==> config.mk <==
export PLATFORM = sky130hd
export DESIGN_NAME = bba_ctrl
export DESIGN_NICKNAME = d
export VERILOG_FILES = /design/src/rtl/core/bba_pkg.sv /design/src/rtl/core/bba_ctrl.sv
export SDC_FILE = /design/constraint.sdc
export NUM_CORES = 1
export LEC_CHECK = 0
export ABC_AREA = 1
export BUFFER_PORTS_ARGS = -buffer_cell sky130_fd_sc_hd__buf_2
export CAP_MARGIN = 20
export CORE_UTILIZATION = 25
export DETAILED_ROUTE_END_ITERATION = 8
export GPL_ROUTABILITY_DRIVEN = 0
export PLACE_DENSITY = 0.59
export SETUP_SLACK_MARGIN = 0.5
export SLEW_MARGIN = 0
export SYNTH_ARGS = -nofsm -noshare
export SYNTH_HDL_FRONTEND = slang
export SYNTH_SLANG_ARGS = --single-unit
==> constraint.sdc <==
create_clock -name clk -period 2 [get_ports clk]
set_input_delay 0.3 -clock clk [delete_from_list [all_inputs] [get_ports clk]]
set_output_delay 0.3 -clock clk [all_outputs]
set_load 0.005 [all_outputs]
==> src/rtl/core/bba_pkg.sv <==
// ----------------------------------------------------------------------------
// bba_pkg
// Shared types, codes and constants of the buddy block allocator.
// ----------------------------------------------------------------------------
package bba_pkg;

	localparam int unsigned TOTAL_ORDER_DEF = 16;
	localparam int unsigned MIN_ORDER_DEF   = 5;

	localparam int unsigned ENTRY_W   = 7;
	localparam int unsigned ORD_W     = 5;
	localparam int unsigned E_VALID_B = 6;
	localparam int unsigned E_ALLOC_B = 5;
	localparam logic [15:0] HDR_BYTES = 16'd16;

	localparam logic OP_ALLOC = 1'b0;
	localparam logic OP_FREE  = 1'b1;

	localparam logic [1:0] FIT_FIRST = 2'd0;
	localparam logic [1:0] FIT_BEST  = 2'd1;
	localparam logic [1:0] FIT_WORST = 2'd2;

	localparam logic [1:0] STAT_OK      = 2'd0;
	localparam logic [1:0] STAT_NOFIT   = 2'd1;
	localparam logic [1:0] STAT_INVALID = 2'd2;
	localparam logic [1:0] STAT_DOUBLE  = 2'd3;

	localparam logic REG_FIT_MODE = 1'b0;

	typedef enum logic [3:0] {
		ST_CLEAR,
		ST_IDLE,
		ST_MUL,
		ST_NEED,
		ST_ORD,
		ST_SCAN_RD,
		ST_SCAN_CHK,
		ST_SPLIT_INIT,
		ST_SPLIT,
		ST_AFIN,
		ST_FCHK,
		ST_FENT,
		ST_MRD,
		ST_MCHK,
		ST_MFIN,
		ST_EMIT
	} state_t;

	typedef enum logic [2:0] {
		RES_ALLOC_OK,
		RES_FREE_OK,
		RES_NOFIT,
		RES_INVALID,
		RES_DOUBLE
	} kind_t;

	typedef struct packed {
		logic  clear_step;
		logic  load;
		logic  mul;
		logic  need_init;
		logic  ord_step;
		logic  scan_init;
		logic  scan_rd;
		logic  scan_chk;
		logic  split_init;
		logic  split_step;
		logic  fchk;
		logic  fent;
		logic  merge_rd;
		logic  merge_step;
		logic  fin_alloc;
		logic  fin_free;
		logic  emit;
		kind_t kind;
	} cmd_t;

	typedef struct packed {
		logic clear_last;
		logic is_free_op;
		logic ord_fit;
		logic ord_max;
		logic scan_done;
		logic scan_stop;
		logic found;
		logic split_more;
		logic free_bad;
		logic ent_valid;
		logic ent_alloc;
		logic merge_top;
		logic bud_ok;
		logic out_free;
	} sts_t;

endpackage

==> src/rtl/core/bba_ctrl.sv <==
// ----------------------------------------------------------------------------
// bba_ctrl
// Sequencer: clearing pass, allocate search and split, free check and merge.
// ----------------------------------------------------------------------------
module bba_ctrl (
	input  logic          clk,
	input  logic          arst_n,
	input  logic          req_valid,
	output logic          req_ready,
	input  bba_pkg::sts_t sts,
	output bba_pkg::cmd_t cmd
);
	import bba_pkg::*;

	state_t state_q, state_d;
	kind_t  kind_q, kind_d;

	always_ff @(posedge clk or negedge arst_n) begin
		if (!arst_n) begin
			state_q <= ST_CLEAR;
			kind_q  <= RES_NOFIT;
		end else begin
			state_q <= state_d;
			kind_q  <= kind_d;
		end
	end

	always_comb begin
		state_d = state_q;
		kind_d  = kind_q;
		case (state_q)
			ST_CLEAR: if (sts.clear_last) state_d = ST_IDLE;
			ST_IDLE: begin
				if (req_valid) begin
					state_d = sts.is_free_op ? ST_FCHK : ST_MUL;
				end
			end
			ST_MUL:  state_d = ST_NEED;
			ST_NEED: state_d = ST_ORD;
			ST_ORD: begin
				if (sts.ord_fit) begin
					state_d = ST_SCAN_RD;
				end else if (sts.ord_max) begin
					kind_d  = RES_NOFIT;
					state_d = ST_EMIT;
				end
			end
			ST_SCAN_RD: begin
				if (sts.scan_done) begin
					if (sts.found) begin
						state_d = ST_SPLIT_INIT;
					end else begin
						kind_d  = RES_NOFIT;
						state_d = ST_EMIT;
					end
				end else begin
					state_d = ST_SCAN_CHK;
				end
			end
			ST_SCAN_CHK:   state_d = sts.scan_stop ? ST_SPLIT_INIT : ST_SCAN_RD;
			ST_SPLIT_INIT: state_d = ST_SPLIT;
			ST_SPLIT:      if (!sts.split_more) state_d = ST_AFIN;
			ST_AFIN:       if (sts.out_free) state_d = ST_IDLE;
			ST_FCHK: begin
				if (sts.free_bad) begin
					kind_d  = RES_INVALID;
					state_d = ST_EMIT;
				end else begin
					state_d = ST_FENT;
				end
			end
			ST_FENT: begin
				if (!sts.ent_valid) begin
					kind_d  = RES_INVALID;
					state_d = ST_EMIT;
				end else if (!sts.ent_alloc) begin
					kind_d  = RES_DOUBLE;
					state_d = ST_EMIT;
				end else begin
					state_d = ST_MRD;
				end
			end
			ST_MRD:  state_d = sts.merge_top ? ST_MFIN : ST_MCHK;
			ST_MCHK: state_d = sts.bud_ok ? ST_MRD : ST_MFIN;
			ST_MFIN: if (sts.out_free) state_d = ST_IDLE;
			ST_EMIT: if (sts.out_free) state_d = ST_IDLE;
			default: state_d = ST_IDLE;
		endcase
	end

	always_comb begin
		cmd       = '0;
		cmd.kind  = kind_q;
		req_ready = 1'b0;
		case (state_q)
			ST_CLEAR: cmd.clear_step = 1'b1;
			ST_IDLE: begin
				req_ready = 1'b1;
				cmd.load  = req_valid;
			end
			ST_MUL:  cmd.mul = 1'b1;
			ST_NEED: cmd.need_init = 1'b1;
			ST_ORD: begin
				cmd.scan_init = sts.ord_fit;
				cmd.ord_step  = !sts.ord_fit && !sts.ord_max;
			end
			ST_SCAN_RD:    cmd.scan_rd = !sts.scan_done;
			ST_SCAN_CHK:   cmd.scan_chk = 1'b1;
			ST_SPLIT_INIT: cmd.split_init = 1'b1;
			ST_SPLIT:      cmd.split_step = sts.split_more;
			ST_AFIN: begin
				cmd.fin_alloc = sts.out_free;
				cmd.emit      = sts.out_free;
				cmd.kind      = RES_ALLOC_OK;
			end
			ST_FCHK: cmd.fchk = !sts.free_bad;
			ST_FENT: cmd.fent = sts.ent_valid && sts.ent_alloc;
			ST_MRD:  cmd.merge_rd = !sts.merge_top;
			ST_MCHK: cmd.merge_step = sts.bud_ok;
			ST_MFIN: begin
				cmd.fin_free = sts.out_free;
				cmd.emit     = sts.out_free;
				cmd.kind     = RES_FREE_OK;
			end
			ST_EMIT: cmd.emit = sts.out_free;
			default: cmd = '0;
		endcase
	end
endmodule
==> results by group, run 1 <==
Synth
  – Xor/xnor share of the synthesized area: 0%
  – Main combinational cell family by area after synthesis: simple AND/OR/NAND/NOR gates
  – Synth top area share: 29.4%
  – Synth area leaders: nand2_1, dfrtp_1, inv_1
  – Seq cells post-synth: 7
  – Syn. warnings: 0
  – Multiplexer share of the synthesized area: 0%
  – Syn Inst Count: 158
  – Synth Area in Compound Gates: 4.68%
  – Post-synthesis simple-gate area fraction: 59.6%
  – Syn_area_per_cell: 5.25 µm²
  – Synth cell types: 18
  – Net Count, Synth: 175
  – Area leader, netlist: nand2_1
  – Sequential element share of the synthesized area: 21.3%
  – Adder-Cell Fraction of Synth Area: 0%
  – Area of the mapped netlist: 830 µm²

Clock tree
  – Number of H-tree levels: 1
  – Clk_lat worst skew: 0.25 ns
  – Clk Tree Root Cell: clkbuf_4
  – Worst-case clock buffer depth: 2
  – CTS tree: yes
  – CTS sink cnt: 7
  – CTS clk-pin slew, worst paths: 0.05 ns
  – Inserted Clock Buffers: 3

Setup path
  – Worst setup path class: flop to output port
  – Crit path DAT: 1.32 ns
  – Critical Path, Cell by Cell: buf_4, buf_6, nand2_4, inv_2, nand2_2, inv_1, buf_2
  – Crit-path slowest cell: dfrtp_2
  – Reg-to-reg startpoint: state_q[1]
  – Crit path max fanout: 6
  – Worst path required time: 1.70 ns
  – CP Capture Type: output port
  – CP startpoint: state_q[1]
  – CP max stage delay: 0.49 ns
  – Setup crit start kind: flop

Global routing
  – Initial antenna violation count: 0
  – Vias in the first global route: 1047
  – Aggregate global routing overflow: 0
  – First-pass GRT wire length: 4.45 mm
  – Largest net degree at the start of global routing: 8
  – Gr usage total: 16.7%

Cells and area
  – Fill cell count: 346
  – Share of layout cells above drive strength 1: 53.7%
  – Fin util: 46.2%
  – Nets: 236
  – N_diodes: 0
  – Multi-input logic area: 683 µm²
  – Area Growth Syn to Fin: 72.9%
  – Register Area: 181 µm²
  – Design area: 0.00143 mm²

Floorplanning
  – # IOs: 38
  – Standard-cell row count: 20
  – Die Wd: 59.6 µm
  – Initial Util: 26.7%
  – Die Area: 0.00355 mm²
  – Total core area: 0.00310 mm²
  – Die H: 59.6 µm

Hold path
  – Hold Crit Class: input port to flop
  – Worst Min Path Start: sts[5]

Power and ir drop
  – Sequential Power Share: 17.3%
  – Total Power: 2040 µW
  – Net Switching: 1090 µW
  – Sw frac: 53.6%
  – Clock power share: 6.3%
  – Power per Cell Area: 1420 mW/mm²
  – Leak pwr: 0.000904 µW
  – Peak supply drop: 0.000555 V
  – Pint: 948 µW
  – Combinational share of power: 76.4%

STA
  – Period utilization: 81.2%
  – Minimum hold slack: 0.368 ns
  – Clock period minus worst slack: 1.62 ns
  – Hold Fails Final Rpt: 0
  – Fmax: 616 MHz
  – Setup Viol. Count Final: 0
  – Slew @ Worst Pin: 0.224 ns
  – Fin Clk Skew: 0.000186 ns
  – Worst rel slew slack: 85.0%
  – Setup TNS: 0 ns
  – RSZ-0062 raised after global routing: true
  – Max Transition Viols Final: 0

Drt
  – DRC: 0
  – Vias: 1137
  – 1st-iter DRT viols: 38
  – Pre-antenna DRT Iters: 4
  – Routed len/inst: 11.2 µm
  – ANT nets after route: 0
  – WL final: 2.93 mm
  – Drt via density: 4.34

Placement
  – I/O Buffers: 37
  – Post-place instance area: 0.00106 mm²
  – HPWL Detailed: 2.06 mm

Outcome
  – Status: complete, no violations

Job
  – Max_cap viols: 0
[cell type report]
type                       count  area share [%]
clock buffer                   4            1.83
inverter                      29            8.46
multi-input combinational    121            47.6
sequential                     7            12.7
tap                           44            3.84
timing repair buffer          57            25.6
[synthesized netlist by cell type]
cell type,n
a21oi_1,4
o21ai_2,1
nand4_1,1
nand3b_1,2
nand2_1,65
nor3_1,2
inv_1,27
nor2_2,2
buf_6,1
nand2_2,1
dfstp_2,1
nand2_4,1
nor2_4,3
nor2_1,24
o21ai_0,2
inv_2,2
dfrtp_1,6
nand3_1,13
[power by group through the flow]
stage / Sequential, µW / Combinational [µW] / Clock [µW]
2_1_floorplan: 275 / 781 / 0
3_3_place_gp: 320 / 1000 / 0
4_1_cts: 330 / 1310 / 134
3_5_place_dp: 324 / 1010 / 0
5_1_grt: 357 / 1710 / 149
6_report: 352 / 1560 / 129
[worst max-delay path, delay by kind of cell (launching register included)]
kind	cells	cell delay (ns)
and+or+nand+nor	2	0.11
DFF	1	0.49
buffers and inverters	5	0.47
[layer usage]
layer  vias to the layer above  GRT usage (%)  wire length (µm)
met2                        45           30.0              1480
met3                         0           3.93               140
met4                         0          0.997                 0
li1                        593              -                 -
met1                       499           21.1              1310
met5                         -              0                 0
[cell usage in the layout (no fill, tap or decap), types with 4 or more instances in the layout]
cell type | netlist | layout
nand3_1 | 13 | 10
inv_2 | 2 | 7
nor2_1 | 24 | 13
buf_2 | 0 | 36
a21oi_1 | 4 | 4
buf_4 | 0 | 13
nand2_4 | 1 | 6
nand2_2 | 1 | 13
inv_1 | 27 | 17
nand2_1 | 65 | 48
dfrtp_2 | 0 | 4
nor2_4 | 3 | 9
nor2_2 | 2 | 7
inv_4 | 0 | 5
buf_6 | 1 | 7
[flip-flops by register name (all words and copies together), names as in the netlist]
name	flops
kind_q	3
state_q	4
[cell families (layout without fill, tap and decap cells)]
group,after synthesis,in the layout
and+or+nand+nor,114,114
DFF,7,7
AOI/OAI and AO/OA,7,7
buffers and inverters,30,90
[worst paths after layout]
path                                    to  slack, ns  depth (start not counted)
max in group asynchronous        kind_q[1]       1.36                          2
worst max-delay path               cmd[16]       0.38                          7
worst max register to register  state_q[0]       0.51                         10
min in group asynchronous        kind_q[0]       0.41                          2
worst min register to register   kind_q[2]       0.47                          2
worst min-delay path            state_q[2]       0.37                          5
[metrics by stage]
stage / instances / worst slack (ns)
2_1_floorplan: 158 / 0.719
3_3_place_gp: 238 / 0.387
3_5_place_dp: 238 / 0.336
4_1_cts: 259 / 0.378
5_1_grt: 262 / 0.310
6_report: 262 / 0.377
[repair_timing]
action                                 4_1_cts  5_1_grt
endpoints found under the hold margin        6        0
setup endpoints to repair                   28       28
buffers inserted                            16        3
pin swaps                                    8       14
cloned                                       0        0
hold buffers                                 1        0
resized for setup                           29       42
(Power assumes the default switching activity.)
==> inputs of run 2 (changes only) <==
--- a/config.mk
+++ b/config.mk
@@ -11,7 +11,7 @@
 export CORE_UTILIZATION = 25
 export DETAILED_ROUTE_END_ITERATION = 8
 export GPL_ROUTABILITY_DRIVEN = 0
-export PLACE_DENSITY = 0.59
+export PLACE_DENSITY = 0.61
 export SETUP_SLACK_MARGIN = 0.5
 export SLEW_MARGIN = 0
 export SYNTH_ARGS = -nofsm -noshare
==> constraint.sdc (replaced) <==
create_clock -name clk -period 1.4 [get_ports clk]
set_input_delay 0.21 -clock clk [delete_from_list [all_inputs] [get_ports clk]]
set_output_delay 0.21 -clock clk [all_outputs]
set_load 0.005 [all_outputs]
==> results by group, run 2 (synthesis results as in run 1) <==
Outcome
  – Status: finished with violations
  – Failing checks: setup timing

Drt
  – 1st-iter DRT viols: 39 (+2.6%)
  – WL final: 2.83 mm (-3.5%)
  – Pre-antenna DRT Iters: 4 (unchanged)
  – Routed len/inst: 10.6 µm (-5.0%)
  – Vias: 1152 (+1.3%)
  – Drt via density: 4.33 (-0.20%)
  – ANT nets after route: 0 (unchanged)
  – DRC: 0 (unchanged)

Setup path
  – Crit path max fanout: 5 (-1)
  – CP delay by family, top: flip-flops
  – CP Capture Type: output port
  – CP startpoint: state_q[0]
  – Crit-path slowest cell: dfrtp_2
  – Worst path required time: 1.19 ns (-0.51 ns)
  – Worst setup path class: flop to output port
  – Setup crit start kind: flop
  – Most used cell, CP: nor2_4
  – Crit path DAT: 1.32 ns (about the same)
  – Worst path bufs/invs: 3 (-2)
  – Reg-to-reg startpoint: state_q[2]
  – CP max stage delay: 0.48 ns (about the same)
  – Critical Path, Cell by Cell: nor2_4, inv_2, nor2_4, nand2_1, inv_1, buf_2

Placement
  – HPWL Detailed: 2.10 mm (+1.5%)
  – Post-place instance area: 0.00117 mm² (+11%)
  – Placed cell count: 245 (+2.9%)
  – I/O Buffers: 37 (unchanged)
  – Placement Setup Slack: -0.0228 ns (-0.358 ns)

STA
  – RSZ-0062 raised after global routing: true
  – Fin Clk Skew: 0.00569 ns (+0.00551 ns)
  – Max Transition Viols Final: 0 (unchanged)
  – Worst Slack Setup Final: -0.132 ns (-0.508 ns)
  – Setup Viol. Count Final: 27 (+27)
  – Worst rel slew slack: 83.7% (-1.4 points)
  – Hold Fails Final Rpt: 0 (unchanged)
  – Slew @ Worst Pin: 0.243 ns (+0.0189 ns)
  – Setup TNS: -2.16 ns (-2.16 ns)
  – Fmax: 653 MHz
  – Period utilization: 109%
  – Clock period minus worst slack: 1.53 ns

Cells and area
  – Largest Register: state_q
  – Fill cell count: 349 (+0.87%)
  – Max FFs per register: 4 (unchanged)
  – Fin util: 47.2% (+0.97 points)
  – Top flop regs: state_q: 4 flops, kind_q: 3 flops
  – Share of layout cells above drive strength 1: 52.7% (-0.97 points)
  – Design area: 0.00146 mm² (+2.1%)
  – Commonest non-fill, non-tap cells in the layout: nand2_1, buf_2, inv_1, buf_4
  – Commonest non-fill, non-tap cell in the layout: nand2_1
  – Nets: 240 (+1.7%)
  – Area Growth Syn to Fin: 76.5%
  – N_diodes: 0 (unchanged)
  – Layout Cells excl Fill: 266 (+1.5%)

Power and ir drop
  – Clock power share: 6.4% (about the same)
  – Power per Cell Area: 2030 mW/mm² (+43%)
  – Sw frac: 52.3% (-1.2 points)
  – Pint: 1420 µW (+49%)
  – Combinational share of power: 77.1% (+0.7 points)
  – Sequential Power Share: 16.6% (-0.7 points)
  – Leak pwr: 0.000917 µW (+1.5%)
  – Net Switching: 1560 µW (+42%)
  – Peak supply drop: 0.000770 V (+39%)

Global routing
  – Vias in the first global route: 999 (-4.6%)
  – Met3 Use GR: 3.93% (unchanged)
  – Largest net degree at the start of global routing: 8 (unchanged)
  – GR peak layer: met2
  – Met1 Use GR: 20.6% (-0.55 points)
  – Initial antenna violation count: 0 (unchanged)
  – Gr usage total: 16.1% (-0.65 points)
  – GR Layer Usage met2: 27.4% (-2.6 points)
  – Aggregate global routing overflow: 0 (unchanged)
  – First-pass GRT wire length: 4.22 mm (-5.1%)

Floorplanning
  – Die H: 59.6 µm (unchanged)
  – Die Wd: 59.6 µm (unchanged)
  – # IOs: 38 (unchanged)
  – Standard-cell row count: 20 (unchanged)
  – Initial Util: 26.7% (unchanged)
  – Total core area: 0.00310 mm² (unchanged)
  – Die Area: 0.00355 mm² (unchanged)

Clock tree
  – CTS clk-pin slew, worst paths: 0.06 ns (about the same)
  – Number of H-tree levels: 1 (unchanged)
  – Clk_lat worst skew: 0.26 ns (about the same)
  – Inserted Clock Buffers: 3 (unchanged)
  – Worst-case clock buffer depth: 2 (unchanged)
  – CTS tree: yes
  – Clk Tree Root Cell: clkbuf_4
  – CTS sink cnt: 7 (unchanged)

Hold path
  – Hold Crit Class: input port to flop
  – Worst Min Path Start: sts[5]

Job
  – Max_cap viols: 0 (unchanged)
[run 2: cell types whose count changed in the layout (fill, tap and decap cells not counted), sizes merged]
cell and delta:
buf +4
[run 2: layer usage]
layer	routed length, µm	vias to the layer above	share of wire (%)
li1	-	608	-
met1	1310	500	46
met2	1350	42	48
met3	154	2	5.4
met4	17	0	0.60
met5	0	-	0
[run 2: repair_timing]
| item | 4_1_cts | 5_1_grt |
|---|---|---|
| hold buffers | 1 | 0 |
| endpoints found under the setup margin | 28 | 28 |
| pin swaps | 11 | 6 |
| resized for setup | 21 | 20 |
| setup buffers | 9 | 7 |
| endpoints found under the hold margin | 7 | 0 |
[run 2: cell type report]
cell class	instances	area (µm²)	share of cell area [%]
inverters	29	121	8.29
multi-input cells	121	689	47.1
flip-flops and latches	7	181	12.4
repair buffers	61	390	26.7
clock buffers	4	26.3	1.79
well taps	44	55.1	3.76
[run 2: through the flow]
| stage | hold WS (ns) | total power (µW) |
|---|---|---|
| 2_1_floorplan | -0.0856 | 1660 |
| 3_3_place_gp | 0.0501 | 2160 |
| 3_5_place_dp | 0.0522 | 2160 |
| 4_1_cts | 0.271 | 2660 |
| 5_1_grt | 0.310 | 3230 |
| 6_report | 0.275 | 2970 |
[run 2: worst paths after layout]
path / endpoint / slack [ns] / depth (start not counted)
min: state_q[2] / 0.27 / 5
max: cmd[14] / -0.13 / 6
max reg2reg: state_q[1] / -0.07 / 9
min reg2reg: kind_q[1] / 0.47 / 2
min in group asynchronous: state_q[1] / 0.33 / 2
max in group asynchronous: kind_q[1] / 0.84 / 2
[run 2: worst register-to-register path: cells and delay by family, from the launching register on]
kind,cells,cell delay (ns)
AOI/OAI and AO/OA,1,0.13
buffers and inverters,3,0.35
DFF,1,0.48
and+or+nand+nor,5,0.40
[run 2: power groups by stage]
stage | Combinational, µW | Clock, µW | Sequential, µW
3_3_place_gp | 1690 | 0 | 465
2_1_floorplan | 1240 | 0 | 417
6_report | 2290 | 189 | 493
5_1_grt | 2510 | 206 | 509
3_5_place_dp | 1690 | 0 | 465
4_1_cts | 1990 | 193 | 483
==> inputs of run 3 (changes only) <==
==> constraint.sdc (replaced) <==
create_clock -name clk -period 1.4 [get_ports clk]
set_input_delay 0.28 -clock clk [delete_from_list [all_inputs] [get_ports clk]]
set_output_delay 0.28 -clock clk [all_outputs]
set_load 0.005 [all_outputs]
==> results by group, run 3 (synthesis results as in run 1) <==
Setup path
  – Crit path DAT: 1.34 ns (+0.02 ns)
  – CP Capture Type: output port
  – Reg-to-reg startpoint: state_q[3]
  – CP delay by family, top: flip-flops
  – Reg2Reg Depth: 11 (+2)
  – Crit path max fanout: 6 (+1)
  – CP max stage delay: 0.49 ns (about the same)
  – Reg2Reg Setup Slack: -0.12 ns (-0.05 ns)
  – Worst path bufs/invs: 3 (unchanged)
  – Worst setup path class: flop to output port
  – Worst path required time: 1.12 ns (-0.07 ns)
  – Setup crit start kind: flop
  – RR Endpoint: state_q[1]
  – Critical Path, Cell by Cell: inv_2, nand2_1, nor2_2, nand3_2, inv_1, buf_2
  – CP startpoint: state_q[2]
  – Crit-path slowest cell: dfrtp_2

Cells and area
  – Largest Register: state_q
  – Area Growth Syn to Fin: 83.3%
  – Commonest non-fill, non-tap cells in the layout: nand2_1, buf_2, inv_1, buf_4, nand2_2
  – Top flop regs: state_q: 4 flops, kind_q: 3 flops
  – Nets: 242 (+0.83%)
  – N_diodes: 0 (unchanged)
  – Layout Cells excl Fill: 268 (+0.75%)
  – Share of layout cells above drive strength 1: 58.0% (+5.3 points)
  – Design area: 0.00152 mm² (+3.8%)
  – Max FFs per register: 4 (unchanged)
  – Commonest non-fill, non-tap cell in the layout: nand2_1

Drt
  – Routed len/inst: 11.4 µm (+7.7%)
  – Vias: 1171 (+1.6%)
  – ANT nets after route: 0 (unchanged)
  – Pre-antenna DRT Iters: 4 (unchanged)
  – 1st-iter DRT viols: 27 (-31%)
  – DRC: 0 (unchanged)
  – WL final: 3.07 mm (+8.5%)
  – Drt via density: 4.37 (+0.89%)

STA
  – Minimum hold slack: 0.353 ns (+0.0786 ns)
  – Max Transition Viols Final: 0 (unchanged)
  – Fin Clk Skew: 0.00112 ns (-0.00458 ns)
  – Period utilization: 116% (+6.1 points)
  – Setup Viol. Count Final: 28 (+3.7%)
  – RSZ-0062 raised after global routing: true
  – Worst rel slew slack: 83.9% (+0.23 points)
  – Hold Fails Final Rpt: 0 (unchanged)
  – Fmax: 618 MHz (-5.3%)
  – Clock period minus worst slack: 1.62 ns (+0.0857 ns)
  – Slew @ Worst Pin: 0.241 ns (-0.00114 ns)
  – Worst Slack Setup Final: -0.218 ns (-0.0857 ns)

Clock tree
  – Number of H-tree levels: 1 (unchanged)
  – Worst-case clock buffer depth: 2 (unchanged)
  – Clk_lat worst skew: 0.25 ns (about the same)
  – CTS tree: yes
  – CTS clk-pin slew, worst paths: 0.05 ns (about the same)
  – CTS sink cnt: 7 (unchanged)
  – Clk Tree Root Cell: clkbuf_4
  – Inserted Clock Buffers: 3 (unchanged)

Floorplanning
  – # IOs: 38 (unchanged)
  – Die H: 59.6 µm (unchanged)
  – Die Wd: 59.6 µm (unchanged)
  – Initial Util: 26.7% (unchanged)
  – Standard-cell row count: 20 (unchanged)
  – Total core area: 0.00310 mm² (unchanged)
  – Die Area: 0.00355 mm² (unchanged)

Global routing
  – Largest net degree at the start of global routing: 8 (unchanged)
  – Aggregate global routing overflow: 0 (unchanged)
  – First-pass GRT wire length: 4.53 mm (+7.4%)
  – Gr usage total: 17.0% (+0.91 points)
  – Vias in the first global route: 1058 (+5.9%)
  – Initial antenna violation count: 0 (unchanged)

Hold path
  – Worst Min Path Start: sts[5]
  – Hold Path Stages: 5 (unchanged)
  – Hold Crit Class: input port to flop
  – Worst hold endpoint: state_q[2]

Power and ir drop
  – Peak supply drop: 0.000855 V (+11%)
  – Total Power: 3100 µW (+4.3%)
  – Leak pwr: 0.000957 µW (+4.4%)
  – Power per Cell Area: 2040 mW/mm² (+0.47%)

Placement
  – I/O Buffers: 37 (unchanged)
  – Placement Setup Slack: -0.0973 ns (-0.0745 ns)
  – HPWL Detailed: 2.16 mm (+2.9%)
  – Placed cell count: 247 (+0.82%)
  – Post-place instance area: 0.00119 mm² (+1.3%)

Job
  – Max_cap viols: 0 (unchanged)

Outcome
  – Failing checks: setup timing
  – Status: finished with violations
-- run 3: routing by layer --
metal / GRT usage, % / vias up / routed length, µm
met5: 0 / - / 0
met4: 1.99 / 0 / 0
met3: 3.49 / 0 / 176
met2: 31.1 / 40 / 1560
met1: 20.8 / 526 / 1330
li1: - / 605 / -
-- run 3: worst reg2reg max path, cell delays in order (launching register included) --
cell	delay, ns
dfrtp_2	0.48
inv_4	0.10
nand2_2	0.09
nor2_4	0.15
nand2_2	0.09
buf_6	0.12
buf_6	0.11
nand2_2	0.06
nor2_2	0.03
nand2_2	0.07
nand2_1	0.06
nand2_1	0.07
-- run 3: final cells by class --
class | count | area, µm²
Clock buffer | 4 | 26.3
Fill cell | 338 | 1580
Inverter | 29 | 119
Multi-Input combinational cell | 121 | 723
Sequential cell | 7 | 181
Tap cell | 44 | 55.1
Timing Repair Buffer | 63 | 415
-- run 3: where the power goes --
part           internal (µW)  switching, µW  total [µW]
Clock                    109           75.0         184
Sequential               326            197         523
Combinational           1020           1370        2390
Total                   1460           1640        3100
-- run 3: repair_timing --
item                       in CTS  in global routing
buffers inserted               12                  4
hold endpoints to repair        6                  0
gates resized for setup        24                 32
cloned                          0                  0
pin swaps                       9                 14
hold buffers                    1                  0
setup endpoints to repair      28                 28
-- run 3: per-stage QoR --
stage          util [%]  setup TNS, ns
2_1_floorplan         -              0
3_3_place_gp       38.3         -0.269
3_5_place_dp       38.3         -0.594
4_1_cts            45.0          -3.38
5_1_grt            49.0          -6.11
6_report           49.0          -4.23
-- run 3: how the worst max path moves through the flow --
stage,end,slack [ns],cells after the start
2_1_floorplan,state_q[0],0.16,10
3_3_place_gp,cmd[8],-0.05,5
3_5_place_dp,state_q[1],-0.1,9
4_1_cts,cmd[14],-0.19,6
5_1_grt,cmd[14],-0.29,6
6_report,cmd[8],-0.22,6
